**src/hw/rtl/irlp_pkg.sv**
```systemverilog
// Shared types and constants for the IMAP response line parser.
`timescale 1ns / 1ps

package irlp_pkg;

  typedef enum logic [1:0] {
    LK_UNDECIDED = 2'd0,
    LK_UNTAGGED  = 2'd1,
    LK_TAG       = 2'd2,
    LK_UNKNOWN   = 2'd3
  } line_kind_t;

  typedef enum logic [1:0] {
    TS_NONE    = 2'd0,
    TS_DIGITS  = 2'd1,
    TS_FAILED  = 2'd2,
    TS_MATCHED = 2'd3
  } tag_status_t;

  typedef enum logic [1:0] {
    AP_IDLE      = 2'd0,
    AP_SEEK      = 2'd1,
    AP_IN_PARENS = 2'd2,
    AP_DONE      = 2'd3
  } attr_phase_t;

  typedef enum logic [3:0] {
    LP_PREFIX     = 4'd0,
    LP_SEEK_CLOSE = 4'd1,
    LP_SKIP_SP    = 4'd2,
    LP_DELIM      = 4'd3,
    LP_DELIM_SP   = 4'd4,
    LP_OPEN_Q     = 4'd5,
    LP_NAME       = 4'd6,
    LP_NAME_END   = 4'd7,
    LP_NONE       = 4'd8
  } list_phase_t;

  localparam logic [1:0] CLASS_UNTAGGED = 2'd0;
  localparam logic [1:0] CLASS_TAGGED   = 2'd1;
  localparam logic [1:0] CLASS_UNKNOWN  = 2'd2;

  localparam logic [3:0] FLAG_BOUNDARY = 4'd0;
  localparam logic [3:0] FLAG_FULL     = 4'd9;
  localparam logic [3:0] FLAG_SKIP     = 4'd15;
  localparam logic [3:0] POS_MAX       = 4'd15;
  localparam logic [3:0] LIST_LEN      = 4'd7;
  localparam logic [1:0] OK_LEN        = 2'd3;

  localparam logic [7:0] CH_STAR   = 8'h2A;
  localparam logic [7:0] CH_SPACE  = 8'h20;
  localparam logic [7:0] CH_LPAREN = 8'h28;
  localparam logic [7:0] CH_RPAREN = 8'h29;
  localparam logic [7:0] CH_QUOTE  = 8'h22;

  localparam logic [7:0] LIST_PAT [0:6] = '{8'h2A, 8'h20, 8'h4C, 8'h49, 8'h53, 8'h54, 8'h20};
  localparam logic [7:0] OK_PAT   [0:2] = '{8'h4F, 8'h4B, 8'h20};
  localparam logic [7:0] NOSEL_PAT [0:8] =
    '{8'h5C, 8'h4E, 8'h6F, 8'h73, 8'h65, 8'h6C, 8'h65, 8'h63, 8'h74};

  typedef struct packed {
    logic [7:0] name_byte;
    logic       name_valid;
    logic       line_done;
    logic [1:0] line_class;
    logic       tag_ok;
    logic       list_line;
    logic       folder_found;
    logic       noselect;
  } line_result_t;

endpackage

```
**src/hw/rtl/imap_response_line_parser.sv**
```systemverilog
// Top level: input register, parse core, result register, tag register.
`timescale 1ns / 1ps

// Parses one IMAP response line per run of input beats, one byte per beat,
// with last marking the final byte. Every input beat yields exactly one
// result beat: folder name bytes stream out as they pass, and on the final
// byte the line summary (class, tagged OK, LIST, folder found, \Noselect)
// is valid. One byte per cycle is taken while out_ready does not stall
// the result register. The accepting edge loads the input register, and
// a later step runs the state update of the parse core into the result
// register. expected_tag is written through cfg_we/cfg_data; the user must
// write it only between lines, as the block does not enforce this.

module imap_response_line_parser import irlp_pkg::*; (
  input  logic        clk,
  input  logic        rst,
  input  logic        in_valid,
  output logic        in_ready,
  input  logic [7:0]  char_in,
  input  logic        last,
  output logic        out_valid,
  input  logic        out_ready,
  output logic [7:0]  name_byte,
  output logic        name_valid,
  output logic        line_done,
  output logic [1:0]  line_class,
  output logic        tag_ok,
  output logic        list_line,
  output logic        folder_found,
  output logic        noselect,
  input  logic        cfg_we,
  input  logic [31:0] cfg_data
);

  logic [31:0]  expected_tag;
  logic         in_held;
  logic [7:0]   char_q;
  logic         last_q;
  logic         step;
  line_result_t res;
  line_result_t res_q;

  assign step     = in_held && (!out_valid || out_ready);
  assign in_ready = !in_held || step;

  always_ff @(posedge clk) begin
    if (rst) expected_tag <= '0;
    else if (cfg_we) expected_tag <= cfg_data;
  end

  always_ff @(posedge clk) begin
    if (rst) in_held <= 1'b0;
    else if (in_ready) in_held <= in_valid;
  end

  always_ff @(posedge clk) begin
    if (in_valid && in_ready) begin
      char_q <= char_in;
      last_q <= last;
    end
  end

  irlp_core u_core (
    .clk          (clk),
    .rst          (rst),
    .step         (step),
    .char_in      (char_q),
    .last         (last_q),
    .expected_tag (expected_tag),
    .res          (res)
  );

  always_ff @(posedge clk) begin
    if (rst) out_valid <= 1'b0;
    else if (step) out_valid <= 1'b1;
    else if (out_ready) out_valid <= 1'b0;
  end

  always_ff @(posedge clk) begin
    if (step) res_q <= res;
  end

  assign name_byte    = res_q.name_byte;
  assign name_valid   = res_q.name_valid;
  assign line_done    = res_q.line_done;
  assign line_class   = res_q.line_class;
  assign tag_ok       = res_q.tag_ok;
  assign list_line    = res_q.list_line;
  assign folder_found = res_q.folder_found;
  assign noselect     = res_q.noselect;

endmodule

```
**src/hw/rtl/irlp_core.sv**
```systemverilog
// Per-line parse state and the single-pass byte update.
`timescale 1ns / 1ps

module irlp_core import irlp_pkg::*; (
  input  logic         clk,
  input  logic         rst,
  input  logic         step,
  input  logic [7:0]   char_in,
  input  logic         last,
  input  logic [31:0]  expected_tag,
  output line_result_t res
);

  logic [3:0]  byte_pos, byte_pos_next;
  line_kind_t  line_kind, line_kind_next;
  logic [31:0] tag_acc, tag_acc_next;
  tag_status_t tag_status, tag_status_next;
  logic [1:0]  ok_pos, ok_pos_next;
  logic        ok_dead, ok_dead_next;
  list_phase_t list_phase, list_phase_next;
  attr_phase_t attr_phase, attr_phase_next;
  logic [3:0]  flag_pos, flag_pos_next;
  logic [3:0]  flags, flags_next;

  logic        digit;
  logic [35:0] tag_prod;

  assign digit    = char_in inside {[8'h30:8'h39]};
  // acc * 10 + digit, wide enough to see overflow past 32 bits
  assign tag_prod = ({4'b0, tag_acc} << 3) + ({4'b0, tag_acc} << 1) + {32'b0, char_in[3:0]};

  always_comb begin
    logic [3:0] f;
    byte_pos_next   = byte_pos;
    line_kind_next  = line_kind;
    tag_acc_next    = tag_acc;
    tag_status_next = tag_status;
    ok_pos_next     = ok_pos;
    ok_dead_next    = ok_dead;
    list_phase_next = list_phase;
    attr_phase_next = attr_phase;
    flags_next      = flags;
    f               = flag_pos;
    res             = '0;

    // line class and tag
    if (byte_pos == 4'd0) begin
      if (char_in == CH_STAR) begin
        line_kind_next = LK_UNDECIDED;
      end else if (digit) begin
        line_kind_next  = LK_TAG;
        tag_status_next = TS_DIGITS;
        tag_acc_next    = {28'b0, char_in[3:0]};
      end else begin
        line_kind_next = LK_UNKNOWN;
      end
    end else if (line_kind == LK_UNDECIDED) begin
      line_kind_next = (char_in == CH_SPACE) ? LK_UNTAGGED : LK_UNKNOWN;
    end else if (line_kind == LK_TAG) begin
      if (tag_status == TS_DIGITS) begin
        if (digit) begin
          // leading zero or overflow kills the tag
          if (tag_acc == 32'd0 || tag_prod[35:32] != 4'd0) tag_status_next = TS_FAILED;
          else tag_acc_next = tag_prod[31:0];
        end else if (char_in == CH_SPACE) begin
          tag_status_next = (tag_acc == expected_tag) ? TS_MATCHED : TS_FAILED;
        end else begin
          tag_status_next = TS_FAILED;
        end
      end else if (tag_status == TS_MATCHED && !ok_dead && ok_pos < OK_LEN) begin
        if (char_in == OK_PAT[ok_pos]) begin
          ok_pos_next = ok_pos + 2'd1;
          if (ok_pos_next == OK_LEN) flags_next[0] = 1'b1;
        end else begin
          ok_dead_next = 1'b1;
        end
      end
    end

    // folder name field
    case (list_phase)
      LP_SEEK_CLOSE: begin
        if (char_in == CH_RPAREN) list_phase_next = LP_SKIP_SP;
      end
      LP_SKIP_SP: begin
        if (char_in == CH_QUOTE) list_phase_next = LP_DELIM;
        else if (char_in != CH_SPACE) list_phase_next = LP_NONE;
      end
      LP_DELIM: begin
        if (char_in == CH_QUOTE) list_phase_next = LP_DELIM_SP;
      end
      LP_DELIM_SP: begin
        list_phase_next = (char_in == CH_SPACE) ? LP_OPEN_Q : LP_NONE;
      end
      LP_OPEN_Q: begin
        if (char_in == CH_QUOTE) begin
          list_phase_next = LP_NAME;
          flags_next[2]   = 1'b1;
        end else begin
          list_phase_next = LP_NONE;
        end
      end
      LP_NAME: begin
        if (char_in == CH_QUOTE) begin
          list_phase_next = LP_NAME_END;
        end else begin
          res.name_byte  = char_in;
          res.name_valid = 1'b1;
        end
      end
      default: ;
    endcase

    // attribute scan, confined to the parentheses
    if (attr_phase == AP_SEEK) begin
      if (char_in == CH_LPAREN) begin
        attr_phase_next = AP_IN_PARENS;
        f = FLAG_BOUNDARY;
      end
    end else if (attr_phase == AP_IN_PARENS) begin
      if (f == FLAG_BOUNDARY) begin
        if (char_in == CH_RPAREN) attr_phase_next = AP_DONE;
        else if (char_in != CH_SPACE) f = (char_in == NOSEL_PAT[0]) ? 4'd1 : FLAG_SKIP;
      end else if (f == FLAG_SKIP) begin
        if (char_in == CH_SPACE) f = FLAG_BOUNDARY;
        else if (char_in == CH_RPAREN) attr_phase_next = AP_DONE;
      end else if (f < FLAG_FULL) begin
        if (char_in == NOSEL_PAT[f]) begin
          f = f + 4'd1;
          if (f == FLAG_FULL) begin
            flags_next[3]   = 1'b1;
            attr_phase_next = AP_DONE;
          end
        end else if (char_in == CH_SPACE) begin
          f = FLAG_BOUNDARY;
        end else if (char_in == CH_RPAREN) begin
          attr_phase_next = AP_DONE;
        end else begin
          f = FLAG_SKIP;
        end
      end
    end
    flag_pos_next = f;

    // "* LIST " prefix
    if (list_phase == LP_PREFIX) begin
      if (byte_pos < LIST_LEN && char_in == LIST_PAT[byte_pos[2:0]]) begin
        if (byte_pos == LIST_LEN - 4'd1) begin
          list_phase_next = LP_SEEK_CLOSE;
          attr_phase_next = AP_SEEK;
          flags_next[1]   = 1'b1;
        end
      end else begin
        list_phase_next = LP_NONE;
      end
    end

    if (byte_pos < POS_MAX) byte_pos_next = byte_pos + 4'd1;

    res.line_done = last;
    if (last) begin
      if (line_kind_next == LK_UNTAGGED) res.line_class = CLASS_UNTAGGED;
      else if (line_kind_next == LK_TAG && tag_status_next == TS_MATCHED)
        res.line_class = CLASS_TAGGED;
      else res.line_class = CLASS_UNKNOWN;
      res.tag_ok       = flags_next[0];
      res.list_line    = flags_next[1];
      res.folder_found = flags_next[2];
      res.noselect     = flags_next[3];
    end
  end

  always_ff @(posedge clk) begin
    if (rst || (step && last)) begin
      byte_pos   <= '0;
      line_kind  <= LK_UNDECIDED;
      tag_acc    <= '0;
      tag_status <= TS_NONE;
      ok_pos     <= '0;
      ok_dead    <= 1'b0;
      list_phase <= LP_PREFIX;
      attr_phase <= AP_IDLE;
      flag_pos   <= FLAG_BOUNDARY;
      flags      <= '0;
    end else if (step) begin
      byte_pos   <= byte_pos_next;
      line_kind  <= line_kind_next;
      tag_acc    <= tag_acc_next;
      tag_status <= tag_status_next;
      ok_pos     <= ok_pos_next;
      ok_dead    <= ok_dead_next;
      list_phase <= list_phase_next;
      attr_phase <= attr_phase_next;
      flag_pos   <= flag_pos_next;
      flags      <= flags_next;
    end
  end

endmodule

```
**config.mk**
```make
export PLATFORM = sky130hd
export DESIGN_NAME = imap_response_line_parser
export DESIGN_NICKNAME = d
export VERILOG_FILES = /design/src/hw/rtl/irlp_pkg.sv /design/src/hw/rtl/imap_response_line_parser.sv /design/src/hw/rtl/irlp_core.sv
export SDC_FILE = /design/constraint.sdc
export NUM_CORES = 1
export LEC_CHECK = 0
export BUFFER_PORTS_ARGS = -buffer_cell sky130_fd_sc_hd__buf_2
export CAP_MARGIN = 5
export CORE_MARGIN = 5
export CORE_UTILIZATION = 40
export CTS_CLUSTER_DIAMETER = 200
export DETAILED_ROUTE_END_ITERATION = 8
export SLEW_MARGIN = 15
export SYNTH_ARGS = -nofsm -noshare
export SYNTH_HDL_FRONTEND = slang
export SYNTH_HIERARCHICAL = 1
export SYNTH_SLANG_ARGS = --single-unit
```
**constraint.sdc**
```tcl
create_clock -name clk -period 4.5 [get_ports clk]
set_clock_uncertainty 0.1 [all_clocks]
set_input_delay 0.225 -clock clk [delete_from_list [all_inputs] [get_ports clk]]
set_output_delay 0.225 -clock clk [all_outputs]
set_load 0.02 [all_outputs]
```
==> run_results.csv <==
group,metric,value,unit
run_status,outcome,"finished clean",
setup_path,timing.critical_path.max_delay_family,"compound AO/OA/AOI/OAI gates",
clock_tree,cts_buffers,17,
timing,rsz0062_at_grt,"no",
global_routing,gr-usage-all-layers,18.6,%
setup_path,levels_on_crit_path,14,
min_path,min_from,"rst",
routing,drc_errors,0,
placed_design,portBuffers,63,
floorplanning,boundaryPins,64,
routing,drt-vias-per-instance,5.41,
routing,drt_first_iter_violations,532,
timing,finalMaxSlewViolations,0,
timing,finalHoldViolations,0,
setup_path,critical_path_buf_inv_count,3,
synth,cells_after_synthesis,896,
global_routing,grt_pass1_wl,35200,um
power_and_ir_drop,totalPowerFinal,2.71,mW
global_routing,grt_pass1_vias,6461,
clock_tree,cts_htree_levels,4,
setup_path,startpoint,"u_core/tag_acc[0]",
synth,netlist-cell-type-count,81,
final_layout,insertedDiodeCount,0,
final_layout,mostFrequentLayoutCells,"91 x dfxtp_1, 82 x nor2_1, 80 x ha_1",
global_routing,grt_max_degree,37,
clock_tree,cts.reportedPaths.clkPinSlew,0.06,ns
setup_path,regToRegEndpoint,"u_core/tag_acc[30]",
routing,drt_pass1_iterations,5,
global_routing,antenna_found_initial,0,
timing,max_freq,0.250,GHz
setup_path,r2r-start,"u_core/tag_acc[0]",
timing,fin_crit_sh,88.8,%
setup_path,worst_setup_path_start_kind,"flip-flop",
setup_path,worstPathCellList,"inv_1 > fa_1 > inv_1 > fa_1 > a211oi_1 > o21ai_2 > a21boi_2 > o2111ai_2 > nand2_2 > mux2i_4 > nand3_4 > nor3_4 > buf_4 > a22o_1",
synth,ys_async_sr_fraction,0,%
power_and_ir_drop,leakage_power,4.17,nW
floorplanning,rows,52,
setup_path,timing.critical_path.to,"u_core/tag_acc[30]",
synth,synth_fp_nets,1024,
synth,ys_seq_area_share,31.6,%
placed_design,dp_hpwl,16100,um
global_routing,gr-total-overflow,0,
clock_tree,cts-root-to-sink-buffers,2,
flow_run,max_capacitance_violation_total,0,
final_layout,drive_gt1_share,13.3,%
final_layout,area_delta_synth_final,18.3,%
setup_path,worst-endpoint-required,4.75,ns
min_path,hold_crit_class,"in -> reg",
setup_path,cp-end-kind,"flip-flop",
setup_path,path_class,"reg -> reg",
setup_path,critical-path-max-stage-delay,0.50,ns
clock_tree,worstSkewPairLatency,0.42,ns
synth,synth_edf_count,25,
timing,tns,0,ns
timing,timing_worst_slew_pin_value,1.03,ns
clock_tree,cts.root.buffer_cell,"clkbuf_16",
final_layout,final_common_cell,"dfxtp_1",
synth,syn_area_per_cell,9.07,um^2
setup_path,data_arrival_time_at_the_worst_slack_endpoint,4.25,ns
timing,setup-violations-final,0,
final_layout,final_core_utilization,47.8,%
setup_path,ff2ff_path_depth,14,
routing,via_count,6880,
clock_tree,clock-sinks,116,
synth,syn-cell-area,0.00813,mm^2
routing,routed_wire_length_per_instance,17.2,um
setup_path,critical_path.slowest_cell,"fa_1",
timing,relSlewSlack,31.1,%
floorplanning,placeableCoreArea,0.0201,mm^2
timing,period_needed,4.00,ns
synth,yosys_warning_count,6,
final_layout,finish.net_count,1117,
floorplanning,floorplan.die.height,153,um
power_and_ir_drop,worst_ir_drop_vdd,195,uV
clock_tree,cts_resized,0,
final_layout,fin_cells,1272,
floorplanning,chip_width,153,um
placed_design,routabilityCongestion,0.891,
power_and_ir_drop,p_per_area,282,mW/mm^2
setup_path,worst-path-max-fanout,10,
placed_design,post-place-cells,1197,
synth,synth.ff_latch_count,116,
routing,ant_nets,0,
setup_path,ff2ff_setup_slack,0.50,ns
routing,final_wl,21900,um
synth,yosys_most_used_dff,"dfxtp_1",
final_layout,fillCellCount,1866,
clock_tree,cts_tree,"built",
floorplanning,design.die.area,0.0233,mm^2
floorplanning,initial_standard_cell_utilization_of_the_core,40.4,%
==> per-stage QoR <==
stage               hold slack [ns]  cell area (um^2)  worst slack [ns]
floorplan                     0.224              8130             0.500
CTS                           0.253              9620             0.523
finish                        0.259              9620             0.504
global route                  0.292              9620             0.283
global placement              0.301              8590             0.616
detailed placement            0.303              8590             0.561
==> cell type report <==
type / instances / area, um^2 / share of cell area (%)
clock buffer: 19 / 433 / 4.50
clock inverter: 13 / 160 / 1.67
inverter: 35 / 131 / 1.37
multi-input combinational: 704 / 5170 / 53.7
sequential: 116 / 2570 / 26.8
tap: 270 / 338 / 3.51
timing repair buffer: 115 / 813 / 8.46
==> worst min path at each step <==
stage | to | slack (ns) | cells after the start
5_1_grt | expected_tag[11] | 0.29 | 2
4_1_cts | expected_tag[9] | 0.25 | 2
3_5_place_dp | char_q[4] | 0.30 | 1
2_1_floorplan | char_q[0] | 0.22 | 0
3_3_place_gp | char_q[0] | 0.30 | 1
6_report | expected_tag[12] | 0.26 | 2
==> what timing repair did <==
item                                   CTS  global route
buffers inserted                         0             0
hold buffers                            43             0
endpoints found under the hold margin   43             0
==> power by group <==
| group | internal [mW] | switching (mW) | leakage (nW) |
|---|---|---|---|
| clock network | 0.867 | 0.495 | 0.277 |
| registers | 1.10 | 0.0305 | 0.971 |
| logic | 0.0992 | 0.118 | 2.92 |
==> layer usage <==
layer | GRT usage [%] | up-vias | routed length [um]
li1 | - | 3471 | -
met1 | 28.1 | 3180 | 11300
met2 | 26.9 | 209 | 9200
met3 | 3.58 | 20 | 1220
met4 | 4.79 | 0 | 245
met5 | 0 | - | 0
==> cells in the mapped netlist (10+ instances only) <==
master / instances / area share, %
nor4_1: 25 / 1.9
nand4_1: 12 / 0.92
a21oi_1: 56 / 3.4
nor2_1: 82 / 3.8
o21ai_0: 37 / 2.3
nor2b_1: 10 / 0.77
edfxtp_1: 25 / 9.2
nand2_1: 61 / 2.8
and2_1: 15 / 1.2
dfxtp_1: 91 / 22
clkbuf_1: 18 / 0.83
buf_2: 11 / 0.68
o211ai_1: 12 / 1.1
mux2i_1: 45 / 5.5
nand3_1: 22 / 1.4
nand2b_1: 11 / 0.85
a22o_1: 26 / 2.8
ha_1: 80 / 12
xnor2_1: 37 / 4.0
inv_1: 34 / 1.6
nor3_1: 16 / 0.98
xor2_1: 37 / 4.0
==> registers in the layout, summed over array words and instances (netlist names), 2 cells and up <==
name,count
u_core/tag_status,2
name_byte,8
u_core/list_phase,4
expected_tag,32
u_core/ok_pos,2
u_core/attr_phase,2
u_core/line_kind,2
u_core/tag_acc,32
u_core/flags,4
line_class,2
u_core/byte_pos,4
char_q,8
u_core/flag_pos,4
==> kinds of logic (layout without fill, tap and decap cells) <==
group                    Yosys count  in the layout  share of synthesized area, %
AO/OA/AOI/OAI                    208            208                          18.2
adder cells (fa/ha/maj)           82             82                          12.8
XOR/XNOR                          74             74                          7.97
flip-flops                       116            116                          31.6
AND/OR/NAND/NOR                  294            294                          18.8
buffers and inverters             76            182                          4.80
multiplexers                      46             46                          5.82
Power figures use the tool's default switching activity.
